## src/hw/rtl/vlw_pkg.sv

```systemverilog
// ============================================================================
// vlw_pkg - shared types and constants of the voxel line walker
// Widths, axis and register codes, crossing-time bundle, depth clamp.
// ============================================================================
package vlw_pkg;

    localparam int VLW_GRID_SIZE  = 16;   // reset value of the grid size registers
    localparam int VLW_CFG_W      = 5;    // grid size register width
    localparam int VLW_CFG_IDX_W  = 2;    // register index width
    localparam int VLW_COORD_W    = 4;    // voxel coordinate width
    localparam int VLW_INDEX_W    = 12;   // linear index width
    localparam int VLW_TIME_W     = 12;   // crossing time width, holds 15*15*15
    localparam int VLW_STRIDE_W   = 8;    // per-axis time increment, holds 15*15
    localparam int VLW_PLANE_W    = 10;   // width times height, holds 31*31
    localparam int VLW_MUL_A_W    = 10;
    localparam int VLW_MUL_B_W    = 5;
    localparam int VLW_MUL_P_W    = VLW_MUL_A_W + VLW_MUL_B_W;
    localparam int VLW_WALK_LIMIT = 47;
    localparam int VLW_CNT_W      = 6;

    typedef enum logic [1:0] {
        AXIS_X = 2'd0,
        AXIS_Y = 2'd1,
        AXIS_Z = 2'd2
    } t_axis;

    typedef enum logic [VLW_CFG_IDX_W-1:0] {
        CFG_GRID_X = 2'd0,
        CFG_GRID_Y = 2'd1,
        CFG_GRID_Z = 2'd2
    } t_cfg_reg;

    // Crossing times and retirement flags of the three axes.
    typedef struct packed {
        logic                  late_x;
        logic                  late_y;
        logic                  late_z;
        logic [VLW_TIME_W-1:0] t_x;
        logic [VLW_TIME_W-1:0] t_y;
        logic [VLW_TIME_W-1:0] t_z;
    } t_race;

    // Clamp z below the grid depth; a zero depth clamps to 0.
    function automatic logic [VLW_COORD_W-1:0] clamp_z(
        input logic [VLW_COORD_W-1:0] z,
        input logic [VLW_CFG_W-1:0]   depth
    );
        logic [VLW_CFG_W-1:0] top;
        top = depth - 1'b1;
        if (depth == '0) begin
            clamp_z = '0;
        end else if ({1'b0, z} >= depth) begin
            clamp_z = top[VLW_COORD_W-1:0];
        end else begin
            clamp_z = z;
        end
    endfunction

endpackage

```

## src/hw/rtl/vlw_axis_pick.sv

```systemverilog
// ============================================================================
// vlw_axis_pick - next-axis choice of the walk
// Earliest crossing wins; ties go to z over y and to y over x; a retired axis never wins.
// ============================================================================
module vlw_axis_pick
    import vlw_pkg::*;
(
    input  t_race i_race,
    output t_axis o_axis
);

    logic x_before_y;
    logic x_before_z;
    logic y_before_z;

    assign x_before_y = !i_race.late_x && (i_race.late_y || (i_race.t_x < i_race.t_y));
    assign x_before_z = !i_race.late_x && (i_race.late_z || (i_race.t_x < i_race.t_z));
    assign y_before_z = !i_race.late_y && (i_race.late_z || (i_race.t_y < i_race.t_z));

    always_comb begin
        if (x_before_y && x_before_z) begin
            o_axis = AXIS_X;
        end else if (y_before_z) begin
            o_axis = AXIS_Y;
        end else begin
            o_axis = AXIS_Z;
        end
    end

endmodule

```

## src/hw/rtl/voxel_line_walker_3d_unit.sv

```systemverilog
// ============================================================================
// voxel_line_walker_3d_unit - 3D DDA voxel traversal between two voxels
// Walks from a start voxel to an end voxel one axis step per cycle and
// emits each voxel reached with its linear grid index and an end flag.
// ============================================================================
//
// Channel   Direction  Handshake                       Payload
// --------  ---------  ------------------------------  ---------------------------
// segment   in         start & !busy                   i_start_{x,y,z}, i_end_{x,y,z}
// voxel     out        o_result_strobe (one cycle)     o_voxel_{x,y,z}, o_voxel_index,
//                                                       o_last_step
// config    in         i_cfg_we                        i_cfg_idx, i_cfg_data
//
// Sequence: after the start transfer the block runs its setup states on the
// shared multiplier (three axis strides, plane stride, row and depth terms of
// the start index), then emits one voxel per cycle until it reaches the end
// voxel or the walk limit. A zero-length segment emits nothing and
// leaves busy low.
// Reset: synchronous, active low; grid sizes return to P_GRID_SIZE, the
// sequencer to idle and the strobe low.
// Stalls: none; each result transfers in the cycle its strobe is high.
// ============================================================================
module voxel_line_walker_3d_unit
    import vlw_pkg::*;
#(
    parameter int P_GRID_SIZE = VLW_GRID_SIZE
)
(
    input  logic                     i_clk,
    input  logic                     i_rst_n,
    // configuration
    input  logic                     i_cfg_we,
    input  logic [VLW_CFG_IDX_W-1:0] i_cfg_idx,
    input  logic [VLW_CFG_W-1:0]     i_cfg_data,
    // segment command
    input  logic                     start,
    output logic                     busy,
    input  logic [VLW_COORD_W-1:0]   i_start_x,
    input  logic [VLW_COORD_W-1:0]   i_start_y,
    input  logic [VLW_COORD_W-1:0]   i_start_z,
    input  logic [VLW_COORD_W-1:0]   i_end_x,
    input  logic [VLW_COORD_W-1:0]   i_end_y,
    input  logic [VLW_COORD_W-1:0]   i_end_z,
    // voxel results
    output logic                     o_result_strobe,
    output logic [VLW_COORD_W-1:0]   o_voxel_x,
    output logic [VLW_COORD_W-1:0]   o_voxel_y,
    output logic [VLW_COORD_W-1:0]   o_voxel_z,
    output logic [VLW_INDEX_W-1:0]   o_voxel_index,
    output logic                     o_last_step
);

    typedef enum logic [2:0] {
        S_IDLE,
        S_STRIDE_X,
        S_STRIDE_Y,
        S_STRIDE_Z,
        S_PLANE,
        S_ROW,
        S_DEPTH,
        S_WALK
    } t_state;

    localparam logic [VLW_CFG_W-1:0] RST_SIZE = VLW_CFG_W'(P_GRID_SIZE);

    // ------------------------------------------------------------------------
    // Registers
    // ------------------------------------------------------------------------
    t_state                   r_state, n_state;
    logic [VLW_CFG_W-1:0]     r_size_x, r_size_y, r_size_z;
    logic [VLW_COORD_W-1:0]   r_pos    [3];
    logic [VLW_COORD_W-1:0]   n_pos    [3];
    logic [VLW_COORD_W-1:0]   r_fin    [3];
    logic [VLW_COORD_W-1:0]   n_fin    [3];
    logic [VLW_COORD_W-1:0]   r_mag    [3];
    logic [VLW_COORD_W-1:0]   n_mag    [3];
    logic [2:0]               r_neg, n_neg;    // axis walks downwards
    logic [2:0]               r_zero, n_zero;  // axis has no delta
    logic [2:0]               r_late, n_late;  // axis retired after its idle step
    logic [VLW_TIME_W-1:0]    r_t      [3];
    logic [VLW_TIME_W-1:0]    n_t      [3];
    logic [VLW_STRIDE_W-1:0]  r_stride [3];
    logic [VLW_STRIDE_W-1:0]  n_stride [3];
    logic [VLW_PLANE_W-1:0]   r_plane, n_plane;
    logic [VLW_INDEX_W-1:0]   r_idx, n_idx;
    logic [VLW_CNT_W-1:0]     r_cnt, n_cnt;
    logic                     r_strobe, n_strobe;
    logic [VLW_COORD_W-1:0]   r_out_x, n_out_x;
    logic [VLW_COORD_W-1:0]   r_out_y, n_out_y;
    logic [VLW_COORD_W-1:0]   r_out_z, n_out_z;
    logic [VLW_INDEX_W-1:0]   r_out_idx, n_out_idx;
    logic                     r_out_last, n_out_last;

    // ------------------------------------------------------------------------
    // Combinational helpers
    // ------------------------------------------------------------------------
    logic [VLW_COORD_W-1:0]   in_start [3];
    logic [VLW_COORD_W-1:0]   in_end   [3];
    logic [VLW_COORD_W-1:0]   mag_one  [3];   // magnitude, zero taken as one
    logic [VLW_MUL_A_W-1:0]   mul_a;
    logic [VLW_MUL_B_W-1:0]   mul_b;
    logic [VLW_MUL_P_W-1:0]   mul_p;
    logic                     accept;
    logic                     same_voxel;
    t_race                    race;
    t_axis                    pick;
    logic [1:0]               ax;
    logic [VLW_INDEX_W-1:0]   idx_inc;
    logic [VLW_COORD_W-1:0]   step_pos [3];
    logic                     arrive;
    logic [VLW_CNT_W-1:0]     cnt_inc;

    assign in_start[0] = i_start_x;
    assign in_start[1] = i_start_y;
    assign in_start[2] = i_start_z;
    assign in_end[0]   = i_end_x;
    assign in_end[1]   = i_end_y;
    assign in_end[2]   = i_end_z;

    assign accept     = start && (r_state == S_IDLE);
    assign same_voxel = (i_start_x == i_end_x) && (i_start_y == i_end_y)
                        && (i_start_z == i_end_z);

    always_comb begin
        for (int a = 0; a < 3; a++) begin
            mag_one[a] = r_zero[a] ? VLW_COORD_W'(1) : r_mag[a];
        end
    end

    // Shared multiplier: one product per setup cycle.
    always_comb begin
        mul_a = '0;
        mul_b = '0;
        case (r_state)
            S_STRIDE_X: begin
                mul_a = VLW_MUL_A_W'(mag_one[1]);
                mul_b = VLW_MUL_B_W'(mag_one[2]);
            end
            S_STRIDE_Y: begin
                mul_a = VLW_MUL_A_W'(mag_one[0]);
                mul_b = VLW_MUL_B_W'(mag_one[2]);
            end
            S_STRIDE_Z: begin
                mul_a = VLW_MUL_A_W'(mag_one[0]);
                mul_b = VLW_MUL_B_W'(mag_one[1]);
            end
            S_PLANE: begin
                mul_a = VLW_MUL_A_W'(r_size_x);
                mul_b = r_size_y;
            end
            S_ROW: begin
                mul_a = VLW_MUL_A_W'(r_size_x);
                mul_b = VLW_MUL_B_W'(r_pos[2'(AXIS_Y)]);
            end
            S_DEPTH: begin
                mul_a = r_plane;
                mul_b = VLW_MUL_B_W'(clamp_z(r_pos[2'(AXIS_Z)], r_size_z));
            end
            default: begin
                mul_a = '0;
                mul_b = '0;
            end
        endcase
    end

    assign mul_p = VLW_MUL_P_W'(mul_a) * VLW_MUL_P_W'(mul_b);

    // Axis choice for the current walk step.
    assign race.late_x = r_late[0];
    assign race.late_y = r_late[1];
    assign race.late_z = r_late[2];
    assign race.t_x    = r_t[0];
    assign race.t_y    = r_t[1];
    assign race.t_z    = r_t[2];

    vlw_axis_pick u_axis_pick (
        .i_race (race),
        .o_axis (pick)
    );

    assign ax = pick;

    // Voxel after this step; an idle step on a zero-delta axis repeats it.
    always_comb begin
        for (int a = 0; a < 3; a++) begin
            if ((2'(a) == ax) && !r_zero[a]) begin
                step_pos[a] = r_neg[a] ? r_pos[a] - 1'b1 : r_pos[a] + 1'b1;
            end else begin
                step_pos[a] = r_pos[a];
            end
        end
    end

    // Index moves by one, a row, or a plane when the clamped depth changes.
    always_comb begin
        idx_inc = '0;
        case (pick)
            AXIS_X: idx_inc = r_zero[0] ? '0 : VLW_INDEX_W'(1);
            AXIS_Y: idx_inc = r_zero[1] ? '0 : VLW_INDEX_W'(r_size_x);
            AXIS_Z: begin
                if (clamp_z(step_pos[2], r_size_z) != clamp_z(r_pos[2], r_size_z)) begin
                    idx_inc = VLW_INDEX_W'(r_plane);
                end else begin
                    idx_inc = '0;
                end
            end
            default: idx_inc = '0;
        endcase
    end

    assign arrive  = (step_pos[0] == r_fin[0]) && (step_pos[1] == r_fin[1])
                     && (step_pos[2] == r_fin[2]);
    assign cnt_inc = r_cnt + 1'b1;

    // ------------------------------------------------------------------------
    // Sequencer next state
    // ------------------------------------------------------------------------
    always_comb begin
        n_state    = r_state;
        n_pos      = r_pos;
        n_fin      = r_fin;
        n_mag      = r_mag;
        n_neg      = r_neg;
        n_zero     = r_zero;
        n_late     = r_late;
        n_t        = r_t;
        n_stride   = r_stride;
        n_plane    = r_plane;
        n_idx      = r_idx;
        n_cnt      = r_cnt;
        n_strobe   = 1'b0;
        n_out_x    = r_out_x;
        n_out_y    = r_out_y;
        n_out_z    = r_out_z;
        n_out_idx  = r_out_idx;
        n_out_last = r_out_last;

        case (r_state)
            S_IDLE: begin
                if (start && !same_voxel) begin
                    for (int a = 0; a < 3; a++) begin
                        n_pos[a]  = in_start[a];
                        n_fin[a]  = in_end[a];
                        n_neg[a]  = in_end[a] < in_start[a];
                        n_zero[a] = in_end[a] == in_start[a];
                        n_mag[a]  = (in_end[a] < in_start[a]) ? in_start[a] - in_end[a]
                                                              : in_end[a] - in_start[a];
                        n_t[a]    = '0;
                    end
                    n_late  = '0;
                    n_cnt   = '0;
                    n_state = S_STRIDE_X;
                end
            end
            S_STRIDE_X: begin
                n_stride[0] = mul_p[VLW_STRIDE_W-1:0];
                n_state     = S_STRIDE_Y;
            end
            S_STRIDE_Y: begin
                n_stride[1] = mul_p[VLW_STRIDE_W-1:0];
                n_state     = S_STRIDE_Z;
            end
            S_STRIDE_Z: begin
                n_stride[2] = mul_p[VLW_STRIDE_W-1:0];
                n_state     = S_PLANE;
            end
            S_PLANE: begin
                n_plane = mul_p[VLW_PLANE_W-1:0];
                n_state = S_ROW;
            end
            S_ROW: begin
                n_idx   = VLW_INDEX_W'(r_pos[2'(AXIS_X)]) + mul_p[VLW_INDEX_W-1:0];
                n_state = S_DEPTH;
            end
            S_DEPTH: begin
                n_idx   = r_idx + mul_p[VLW_INDEX_W-1:0];
                n_state = S_WALK;
            end
            S_WALK: begin
                // advance one axis, emit the voxel reached
                n_pos = step_pos;
                if (r_zero[ax]) begin
                    n_late[ax] = 1'b1;
                end else begin
                    n_t[ax] = r_t[ax] + VLW_TIME_W'(r_stride[ax]);
                end
                n_idx      = r_neg[ax] ? r_idx - idx_inc : r_idx + idx_inc;
                n_cnt      = cnt_inc;
                n_strobe   = 1'b1;
                n_out_x    = step_pos[0];
                n_out_y    = step_pos[1];
                n_out_z    = step_pos[2];
                n_out_idx  = r_neg[ax] ? r_idx - idx_inc : r_idx + idx_inc;
                n_out_last = arrive;
                if (arrive || (cnt_inc == VLW_CNT_W'(VLW_WALK_LIMIT))) begin
                    n_state = S_IDLE;
                end
            end
            default: n_state = S_IDLE;
        endcase
    end

    // ------------------------------------------------------------------------
    // State and registered outputs
    // ------------------------------------------------------------------------
    always_ff @(posedge i_clk) begin
        if (!i_rst_n) begin
            r_state  <= S_IDLE;
            r_strobe <= 1'b0;
            r_late   <= '0;
            r_size_x <= RST_SIZE;
            r_size_y <= RST_SIZE;
            r_size_z <= RST_SIZE;
        end else begin
            r_state  <= n_state;
            r_strobe <= n_strobe;
            r_late   <= n_late;
            if (i_cfg_we) begin
                case (i_cfg_idx)
                    CFG_GRID_X: r_size_x <= i_cfg_data;
                    CFG_GRID_Y: r_size_y <= i_cfg_data;
                    CFG_GRID_Z: r_size_z <= i_cfg_data;
                    default: ;  // drop writes beyond the register list
                endcase
            end
        end
        r_pos      <= n_pos;
        r_fin      <= n_fin;
        r_mag      <= n_mag;
        r_neg      <= n_neg;
        r_zero     <= n_zero;
        r_t        <= n_t;
        r_stride   <= n_stride;
        r_plane    <= n_plane;
        r_idx      <= n_idx;
        r_cnt      <= n_cnt;
        r_out_x    <= n_out_x;
        r_out_y    <= n_out_y;
        r_out_z    <= n_out_z;
        r_out_idx  <= n_out_idx;
        r_out_last <= n_out_last;
    end

    assign busy            = (r_state != S_IDLE);
    assign o_result_strobe = r_strobe;
    assign o_voxel_x       = r_out_x;
    assign o_voxel_y       = r_out_y;
    assign o_voxel_z       = r_out_z;
    assign o_voxel_index   = r_out_idx;
    assign o_last_step     = r_out_last;

    // ------------------------------------------------------------------------
    // Assertions
    // ------------------------------------------------------------------------
    // A zero-length segment leaves the block idle.
    a_empty_segment: assert property (@(posedge i_clk) disable iff (!i_rst_n)
        (accept && same_voxel) |=> !busy)
        else $error("zero-length segment started a walk");

    // Only the final voxel may be emitted as the walk ends.
    a_mid_walk: assert property (@(posedge i_clk) disable iff (!i_rst_n)
        (o_result_strobe && !o_last_step) |-> (r_state == S_WALK))
        else $error("walk ended before reaching the end voxel");

    // Nothing follows the end voxel of a segment.
    a_last_alone: assert property (@(posedge i_clk) disable iff (!i_rst_n)
        (o_result_strobe && o_last_step) |=> !o_result_strobe)
        else $error("result emitted after the end voxel");

    // Only an axis without delta can be retired.
    a_late_zero: assert property (@(posedge i_clk) disable iff (!i_rst_n)
        (r_state == S_WALK) |-> ((r_late & ~r_zero) == 3'b000))
        else $error("moving axis retired");

endmodule
```

## config.mk

```make
export PLATFORM = sky130hd
export DESIGN_NAME = voxel_line_walker_3d_unit
export DESIGN_NICKNAME = d
export VERILOG_FILES = /design/src/hw/rtl/vlw_pkg.sv /design/src/hw/rtl/vlw_axis_pick.sv /design/src/hw/rtl/voxel_line_walker_3d_unit.sv
export SDC_FILE = /design/constraint.sdc
export NUM_CORES = 1
export LEC_CHECK = 0
export BUFFER_PORTS_ARGS = -buffer_cell sky130_fd_sc_hd__buf_2
export CORE_ASPECT_RATIO = 0.8
export CORE_UTILIZATION = 55
export CTS_BUF_LIST = sky130_fd_sc_hd__clkbuf_8
export CTS_CLUSTER_DIAMETER = 150
export CTS_CLUSTER_SIZE = 20
export DETAILED_ROUTE_END_ITERATION = 12
export GPL_ROUTABILITY_DRIVEN = 0
export GPL_TIMING_DRIVEN = 0
export MAX_ROUTING_LAYER = met4
export PLACE_DENSITY = 0.76
export SETUP_SLACK_MARGIN = 0.4
export SYNTH_ARGS = -nofsm -noshare
export SYNTH_HDL_FRONTEND = slang
export SYNTH_SLANG_ARGS = --single-unit
```

## constraint.sdc

```tcl
create_clock -name i_clk -period 10.2 [get_ports i_clk]
set_clock_uncertainty 0.2 [all_clocks]
set_input_delay 3.06 -clock i_clk [delete_from_list [all_inputs] [get_ports i_clk]]
set_output_delay 3.06 -clock i_clk [all_outputs]
set_load 0.05 [all_outputs]
```

==> run metrics, run 1 <==
status=finished clean; die width=175 µm; fin crit share=90.0%; PD cells=157 mW/mm²; clk slew on worst S/H paths=0.11 ns; Die Height=140 µm; FF/Latch Area=0.00509 mm²; Final Hold Viols=0; max_cap viols=0; slowest CP cell=a2bb2oi_2; final cell count without fillers=1,810; Arr. time, crit path=9.19 ns; worst-margin pin slew=1.16 ns; Synth area leaders=edfxtp_1, ha_1, fa_1; CP startpoint kind=flip-flop; wire per inst=18.6 µm; Most common cell on crit path=a21oi_1; via density per instance=5.92; RSZ-0062 raised after global routing=false; number of buffers added on ports=61; Filler cells=1,990; largest net degree at the start of global routing=35; CTS sink cnt=177; Ports=62; leading area contributor after synthesis=edfxtp_1; Max stage delay on crit path=0.55 ns; Synth Cell Area=0.0132 mm²; Cells after DPL=1,775; Clock Latency Late Sink=0.48 ns; TritonCTS clock tree=built; Most Used Layer, Global Route=met2; DR vias=10,700; most frequent cell after synthesis=nand2_1; fin worst setup slack=1.02 ns; Syn-to-layout area delta=9.48%; met2 Usage GRT=44.7%; post-synthesis register bit count=177; required time worst endpoint=10.21 ns; area fraction of the dominant cell type after synthesis=35.4%; Place WS=0.213 ns; DP Wirelength=25,700 µm; Slew Limit Fails=0; drt drc=0; clk root buf=clkbuf_8; Cell variety after synth=76; core area=0.0234 mm²; final net count=1,672; number of flops mapped to enable cells by yosys=155; setup_tns=0 ns; # setup viols final=0; diode count=0; die area=0.0245 mm²; syn_area_per_cell=9.40 µm²; crit-path max FO=10; achievable frequency=109 MHz; FFs w/ async S/R, synth=0%; leakage power=5.95 nW; Synth Instances=1,399; layout cells sized above 1=8.95%; # rows=50; Total Routing Usage GR=29.0%; M1 GR Usage=39.2%; fin crit period=9.18 ns; yosys warns=0; sequential fraction of the synthesis area=38.7%; post-detailed-route count of antenna-violating nets=0; worst hold path class=flip-flop to flip-flop; Slew HR=22.9%; H-tree Lvls=4; global-route wire length before repair=54,000 µm; crit path kind=flip-flop to flip-flop; drt first-iter violations=970; Setup crit end kind=flip-flop; initial antenna violation count=0; Pre-antenna DRT Iters=8; top_reg_cell synth=edfxtp_1; total CTS buffers=17; clock tree buffer depth=2; final WL=33,700 µm; Starting Density=56.2%; GR met3 Demand/Resource=5.18%; Post-synth top cells=nand2_1, edfxtp_1, nor2_1, inv_1, a21oi_1; maximum vdd drop=0.0000914 V; area used by multi-input combinational logic=0.00746 mm²; vias in the first global route=10,500; Congestion Overflow GR=0
## critical path: cells and delay by family (launching register included)
kind | cells | cell delay (ns)
xor gates and xnor gates | 2 | 0.44
and+or+nand+nor | 4 | 0.50
buffers and inverters | 4 | 0.93
muxes | 1 | 0.29
DFF | 1 | 0.48
adders and majority gates | 4 | 1.33
AOI/OAI and AO/OA | 19 | 4.70
## layer usage
layer  vias up  wire [µm]
li1       5118          -
met1      5056      15000
met2       488      15100
met3        57       2820
met4         0        701
met5         -          0
## flip-flops by register name, indices dropped and copies added, names as in the netlist, 4 cells and up
register and flops:
r_idx 12, r_size_z 5, o_voxel_x 4, r_pos 12, r_cnt 6, r_size_x 5, o_voxel_index 12, r_mag 12
o_voxel_z 4, r_plane 10, r_fin 12, o_voxel_y 4, r_stride 24, r_size_y 5, r_t 36
## power breakdown
part	total [W]	switching (W)	internal (W)
Clock	0.000532	0.000302	0.000230
Combinational	0.000836	0.000533	0.000303
Sequential	0.000898	0.0000381	0.000860
Total	0.00227	0.000873	0.00139
## cell type report
type	count	share of cell area [%]
inverters	126	3.29
repair buffers	66	2.55
clock inverters	15	1.36
multi-input cells	1051	51.8
clock buffers	17	1.63
well taps	312	2.71
flip-flops and latches	177	35.4
plain buffers	46	1.25
## what timing repair did
item                       in CTS  in global routing
hold buffers                    0                  0
pin swaps                       0                  1
resized for setup               1                  6
buffers inserted                0                  3
setup endpoints to repair       4                 10
## kinds of logic after synthesis
logic type / Yosys count / synth area share [%]
mux: 42 / 3.29
compound gates: 318 / 15.1
simple gates: 459 / 16.1
xor+xnor: 78 / 5.41
other cells: 1 / 0.0285
flops: 177 / 38.7
fa+ha+maj: 152 / 16.4
buf+inv: 172 / 4.95
## through the flow
step | instance area (µm²) | total power [W] | util, % | hold slack, ns
2_1_floorplan | 13200 | 0.00149 | - | 0.235
3_3_place_gp | 13800 | 0.00169 | 59.2 | 0.259
3_5_place_dp | 13900 | 0.00172 | 59.4 | 0.296
4_1_cts | 14300 | 0.00224 | 61.3 | 0.321
5_1_grt | 14400 | 0.00239 | 61.5 | 0.358
6_report | 14400 | 0.00227 | 61.5 | 0.328
## worst paths after layout
kind	startpoint	endpoint	slack [ns]	depth (start not counted)
setup reg to reg	r_t[29]	r_idx[10]	1.02	34
setup / recovery	r_t[29]	r_idx[10]	1.02	34
hold / removal	r_size_y[2]	r_size_y[2]	0.33	2
hold reg to reg	r_size_y[2]	r_size_y[2]	0.33	2
## layout by cell type, fill, tap and decap left out, drive strengths merged, types with 34 or more instances in the layout
master / synthesis / final
nand2: 163 / 163
mux2i: 35 / 35
edfxtp: 155 / 155
xnor2: 43 / 43
ha: 118 / 118
buf: 11 / 77
a21oi: 119 / 119
inv: 125 / 131
fa: 34 / 34
o21ai: 88 / 88
nor2: 133 / 133
clkbuf: 35 / 52
Power figures use the tool's default switching activity.
==> run 2, diff against run 1 <==
--- a/config.mk
+++ b/config.mk
@@ -14,7 +14,6 @@
 export DETAILED_ROUTE_END_ITERATION = 12
 export GPL_ROUTABILITY_DRIVEN = 0
 export GPL_TIMING_DRIVEN = 0
-export MAX_ROUTING_LAYER = met4
 export PLACE_DENSITY = 0.76
 export SETUP_SLACK_MARGIN = 0.4
 export SYNTH_ARGS = -nofsm -noshare
==> run 2 against run 1 <==
  * Core utilization unchanged
  * Worst hold slack lost 0.00076 ns
  * Clock power about the same
  * Via count rose by 0.62%
  * Critical path depth unchanged
  * Largest power group unchanged
  * Sequential share of layout area unchanged
  * Sequential power about the same
  * Non-clock buffer count stayed put
  * Die area did not move
  * Combinational power about the same
  * Largest cell class unchanged
==> run metrics, run 2 (synthesis gave the netlist of run 1 again) <==
diode count=0 (unchanged); Setup crit end kind=flip-flop (unchanged); Max stage delay on crit path=0.56 ns (was 0.55 ns); fin crit share=89.6% (was 90.0%); area used by multi-input combinational logic=0.00746 mm² (unchanged); # rows=50 (unchanged); setup_tns=0 ns (unchanged); via density per instance=5.96 (was 5.92); Pre-antenna DRT Iters=5 (was 8); status=finished clean (unchanged); drt drc=0 (unchanged); Fin Hold WS=0.328 ns (about the same); Final Hold Viols=0 (unchanged); total CTS buffers=17 (unchanged); leakage power=5.95 nW (unchanged); clk slew on worst S/H paths=0.11 ns (about the same); worst hold path class=flip-flop to flip-flop (unchanged); Worst R2R Path Depth=34 (unchanged); final net count=1,672 (unchanged); largest net degree at the start of global routing=35 (unchanged); CTS Hold Bufs=0 (unchanged); die width=175 µm (unchanged); PD cells=157 mW/mm² (about the same); Hold Crit Start=r_size_y[2] (unchanged); Congestion Overflow GR=0 (unchanged); number of buffers added on ports=61 (unchanged); # setup viols final=0 (unchanged); maximum vdd drop=0.0000914 V (about the same); Ports=62 (unchanged); most frequent cells in the layout=nand2_1, edfxtp_1, nor2_1 (unchanged); Die Height=140 µm (unchanged); Slew HR=22.8% (was 22.9%); fin crit period=9.14 ns (was 9.18 ns); crit-path max FO=10 (unchanged); Slew Limit Fails=0 (unchanged); commonest non-fill, non-tap cell in the layout=nand2_1 (unchanged); slowest CP cell=a2bb2oi_2 (unchanged); required time worst endpoint=10.21 ns (about the same); Pwr Total=0.00226 W (was 0.00227 W); DR vias=10,800 (was 10,700); achievable frequency=109 MHz (about the same); CTS sink cnt=177 (unchanged); die area=0.0245 mm² (unchanged); Most common cell on crit path=a21oi_1 (unchanged); crit path from=r_t[29] (unchanged); Most Used Layer, Global Route=met2 (unchanged); RSZ-0062 raised after global routing=false (unchanged); M1 GR Usage=39.2% (unchanged); final cell count without fillers=1,810 (unchanged); met2 Usage GRT=44.5% (was 44.7%); global-route wire length before repair=54,000 µm (about the same); FF/Latch Area=0.00509 mm² (unchanged); Arr. time, crit path=9.16 ns (was 9.19 ns); Filler cells=1,990 (unchanged); TritonCTS clock tree=built (unchanged); Starting Density=56.2% (unchanged); Hold Crit Depth=2 (unchanged); CP startpoint kind=flip-flop (unchanged); post-detailed-route count of antenna-violating nets=0 (unchanged); Largest regs=r_t x36, r_stride x24 (unchanged); final WL=33,800 µm (was 33,700 µm); vias in the first global route=10,500 (about the same); drt first-iter violations=946 (was 970); GR met3 Demand/Resource=5.21% (was 5.18%); Cells after DPL=1,775 (unchanged); max_cap viols=0 (unchanged); clock tree buffer depth=2 (unchanged); wire per inst=18.7 µm (was 18.6 µm); DP Wirelength=25,700 µm (unchanged); Total Routing Usage GR=28.2% (was 29.0%); Most flops, register=r_t (unchanged); clk root buf=clkbuf_8 (unchanged); crit path kind=flip-flop to flip-flop (unchanged); core area=0.0234 mm² (unchanged); initial antenna violation count=0 (unchanged); H-tree Lvls=4 (unchanged); worst-margin pin slew=1.16 ns (about the same); number of flip-flops in the largest register=36 (unchanged); Clock Latency Late Sink=0.48 ns (about the same); layout cells sized above 1=8.95% (unchanged); Syn-to-layout area delta=9.48% (unchanged); worst r2r src=r_t[29] (unchanged)
run 2: what timing repair did:
action                                  in CTS  in global routing
setup buffers                                0                  3
gates resized for setup                      1                  6
endpoints found under the hold margin        0                  0
pin swaps                                    0                  1
endpoints found under the setup margin       4                 10
run 2: final cells by class:
cell class	count	area share, %
Clock inverter	15	1.36
Inverter	126	3.29
Clock buffer	17	1.63
Tap cell	312	2.71
Timing Repair Buffer	66	2.55
Buffer	46	1.25
Multi-Input combinational cell	1051	51.8
Sequential cell	177	35.4
run 2: power breakdown:
group / leakage, nW / switching [W] / internal, W
combinational: 4.09 / 0.000532 / 0.000303
sequential: 1.65 / 0.0000387 / 0.000860
clock: 0.213 / 0.000300 / 0.000230
total: 5.95 / 0.000871 / 0.00139
run 2: worst paths after layout:
check	end	slack (ns)
setup / recovery	r_idx[10]	1.06
hold / removal	r_size_y[2]	0.33
setup reg to reg	r_idx[10]	1.06
hold reg to reg	r_size_y[2]	0.33
run 2: through the flow:
stage / utilization, % / instance area (µm²) / worst slack [ns]
6_report: 61.5 / 14400 / 1.06
5_1_grt: 61.5 / 14400 / 0.481
4_1_cts: 61.3 / 14300 / 0.426
3_5_place_dp: 59.4 / 13900 / 0.213
3_3_place_gp: 59.2 / 13800 / 0.361
2_1_floorplan: - / 13200 / 2.46
run 2: metal layers:
metal / vias up / routed length, µm
met5: - / 0
met4: 0 / 757
met3: 57 / 2890
met2: 508 / 15200
met1: 5108 / 14900
li1: 5112 / -
run 2: critical path: cells and delay by family (launching register included):
kind | cells | cell delay (ns)
adder cells (fa/ha/maj) | 4 | 1.32
buffers and inverters | 4 | 0.93
AND/OR/NAND/NOR | 4 | 0.49
AO/OA/AOI/OAI | 19 | 4.68
flip-flops | 1 | 0.48
XOR/XNOR | 2 | 0.45
multiplexers | 1 | 0.29
==> run 3, diff against run 2 <==
--- a/config.mk
+++ b/config.mk
@@ -7,6 +7,7 @@
 export LEC_CHECK = 0
 export BUFFER_PORTS_ARGS = -buffer_cell sky130_fd_sc_hd__buf_2
 export CORE_ASPECT_RATIO = 0.8
+export CORE_MARGIN = 5
 export CORE_UTILIZATION = 55
 export CTS_BUF_LIST = sky130_fd_sc_hd__clkbuf_8
 export CTS_CLUSTER_DIAMETER = 150
@@ -15,6 +16,7 @@
 export GPL_ROUTABILITY_DRIVEN = 0
 export GPL_TIMING_DRIVEN = 0
 export PLACE_DENSITY = 0.76
+export REMOVE_ABC_BUFFERS = 1
 export SETUP_SLACK_MARGIN = 0.4
 export SYNTH_ARGS = -nofsm -noshare
 export SYNTH_HDL_FRONTEND = slang
==> run 3 against run 2 <==
  * Clock-buffer cell count stayed put
  * Die area up 11%
  * Sequential power is 0.6% higher
  * Maximum frequency increased by 0.75%
  * Critical endpoint unchanged
  * Largest power group unchanged
  * Sequential share of layout area is 0.46 points higher
==> run metrics, run 3 (synthesis gave the netlist of run 1 again) <==
clk slew on worst S/H paths=0.11 ns (about the same); Largest regs=r_t x36, r_stride x24 (unchanged); global-route wire length before repair=50,200 µm (was 54,000 µm); Arr. time, crit path=9.09 ns (was 9.16 ns); commonest non-fill, non-tap cell in the layout=nand2_1 (unchanged); Filler cells=1,967 (was 1,990); Hold Crit Start=r_late[0] (was r_size_y[2]); die area=0.0271 mm² (was 0.0245 mm²); drt first-iter violations=741 (was 946); Syn-to-layout area delta=8.06% (was 9.48%); Final Hold Viols=0 (unchanged); PD cells=155 mW/mm² (was 157 mW/mm²); Slew Limit Fails=0 (unchanged); number of buffers added on ports=61 (unchanged); via density per instance=5.74 (was 5.96); crit path buf inv count=2 (was 4); leakage power=5.86 nW (was 5.95 nW); setup_tns=0 ns (unchanged); core area=0.0235 mm² (was 0.0234 mm²); fin crit period=9.07 ns (was 9.14 ns); RSZ-0062 raised after global routing=false (unchanged); crit-path max FO=13 (was 10); Area after DPL=0.0138 mm² (was 0.0139 mm²); crit path kind=flip-flop to flip-flop (unchanged); Die Height=148 µm (was 140 µm); most frequent cells in the layout=nand2_1, edfxtp_1, nor2_1 (unchanged); R2R setup slack=1.13 ns (was 1.06 ns); Final Instance Area=0.0142 mm² (was 0.0144 mm²); achievable frequency=110 MHz (was 109 MHz); drt drc=0 (unchanged); Total Routing Usage GR=22.9% (was 28.2%); CP startpoint kind=flip-flop (unchanged); TritonCTS clock tree=built (unchanged); DP Wirelength=23,000 µm (was 25,700 µm); diode count=0 (unchanged); fin crit share=89.0% (was 89.6%); Starting Density=56.1% (was 56.2%); # rows=50 (unchanged); Pre-antenna DRT Iters=5 (unchanged); final net count=1,626 (was 1,672); worst hold path class=flip-flop to flip-flop (unchanged); wire per inst=17.3 µm (was 18.7 µm); slowest CP cell=o41ai_1 (was a2bb2oi_2); max_cap viols=0 (unchanged); largest net degree at the start of global routing=72 (was 35); post-detailed-route count of antenna-violating nets=0 (unchanged); initial antenna violation count=0 (unchanged); Max stage delay on crit path=0.65 ns (was 0.56 ns); worst r2r src=r_t[2] (was r_t[29]); Ports=62 (unchanged); Setup crit end kind=flip-flop (unchanged); CTS Hold Bufs=0 (unchanged); maximum vdd drop=0.000111 V (was 0.0000914 V); CTS sink cnt=177 (unchanged); # setup viols final=0 (unchanged); Most flops, register=r_t (unchanged); final WL=30,500 µm (was 33,800 µm); worst-margin pin slew=1.17 ns (was 1.16 ns); DR vias=10,100 (was 10,800); clock tree buffer depth=2 (unchanged); clk root buf=clkbuf_8 (unchanged); vias in the first global route=9,915 (was 10,500); die width=183 µm (was 175 µm); layout cells sized above 1=8.95% (about the same); area used by multi-input combinational logic=0.00747 mm² (was 0.00746 mm²); H-tree Lvls=4 (unchanged); FF/Latch Area=0.00509 mm² (unchanged); number of flip-flops in the largest register=36 (unchanged); Clock Latency Late Sink=0.48 ns (about the same); total CTS buffers=17 (unchanged); Congestion Overflow GR=0 (unchanged); crit path from=r_t[2] (was r_t[29]); status=finished clean (unchanged); cell family with most CP delay=compound AO/OA/AOI/OAI gates (unchanged); required time worst endpoint=10.21 ns (about the same); Slew HR=22.0% (was 22.8%)
==> run 3: changes by cell type in the layout (fill, tap and decap cells not counted), moves of 3 or more <==
cell | previous run | this run
clkbuf_1 | 33 | 0
buf_2 | 65 | 61
buf_1 | 7 | 0
clkinvlp_4 | 1 | 4
==> run 3: final timing paths <==
kind | end | depth (start not counted)
setup / recovery | r_idx[10] | 32
hold / removal | r_late[0] | 2
setup reg to reg | r_idx[10] | 32
hold reg to reg | r_late[0] | 2
==> run 3: report_power, final <==
group	total, W	switching [W]	internal [W]	leakage [nW]
Combinational	0.000797	0.000502	0.000295	4.02
Clock	0.000499	0.000294	0.000205	0.192
Sequential	0.000903	0.0000435	0.000860	1.65
==> run 3: worst reg2reg max path: cells and delay by family (launching register included) <==
family	cells	cell delay, ns
fa+ha+maj	4	1.23
xor+xnor	2	0.55
compound gates	17	5.07
mux	1	0.29
buf+inv	2	0.17
flops	1	0.44
simple gates	6	0.88
==> run 3: routing by layer <==
| metal | global-route usage, % | up-vias | share of wire, % | wire, µm |
|---|---|---|---|---|
| met4 | 6.70 | 0 | 1.8 | 552 |
| met5 | 0 | - | 0 | 0 |
| met3 | 4.30 | 44 | 6.9 | 2110 |
| met1 | 32.3 | 4753 | 46 | 14000 |
| li1 | - | 5010 | - | - |
| met2 | 36.5 | 327 | 45 | 13800 |
==> run 3: final cells by class <==
cell class                 instances  area share (%)
inverter                         126            3.34
clock inverter                    15            1.23
clock buffer                      17            1.65
sequential                       177            35.9
tap                              312            2.75
timing repair buffer              66            2.58
multi-input combinational       1051            52.6
==> run 3: repair_timing <==
item,CTS,global route
endpoints found under the setup margin,0,7
buffers inserted,0,3
gates resized for setup,0,2
==> run 3: stage by stage <==
step                      instances  setup WS, ns  hold slack, ns  total power [W]  util [%]
after global placement         1727        -0.905           0.253          0.00167      58.3
after global routing           1764         0.547           0.297          0.00234      60.6
final                          1764          1.13           0.287          0.00220      60.6
after CTS                      1761         0.681           0.284          0.00219      60.4
after detailed placement       1729         0.715           0.262          0.00169      58.6
after floorplan                1354          2.17           0.235          0.00148         -
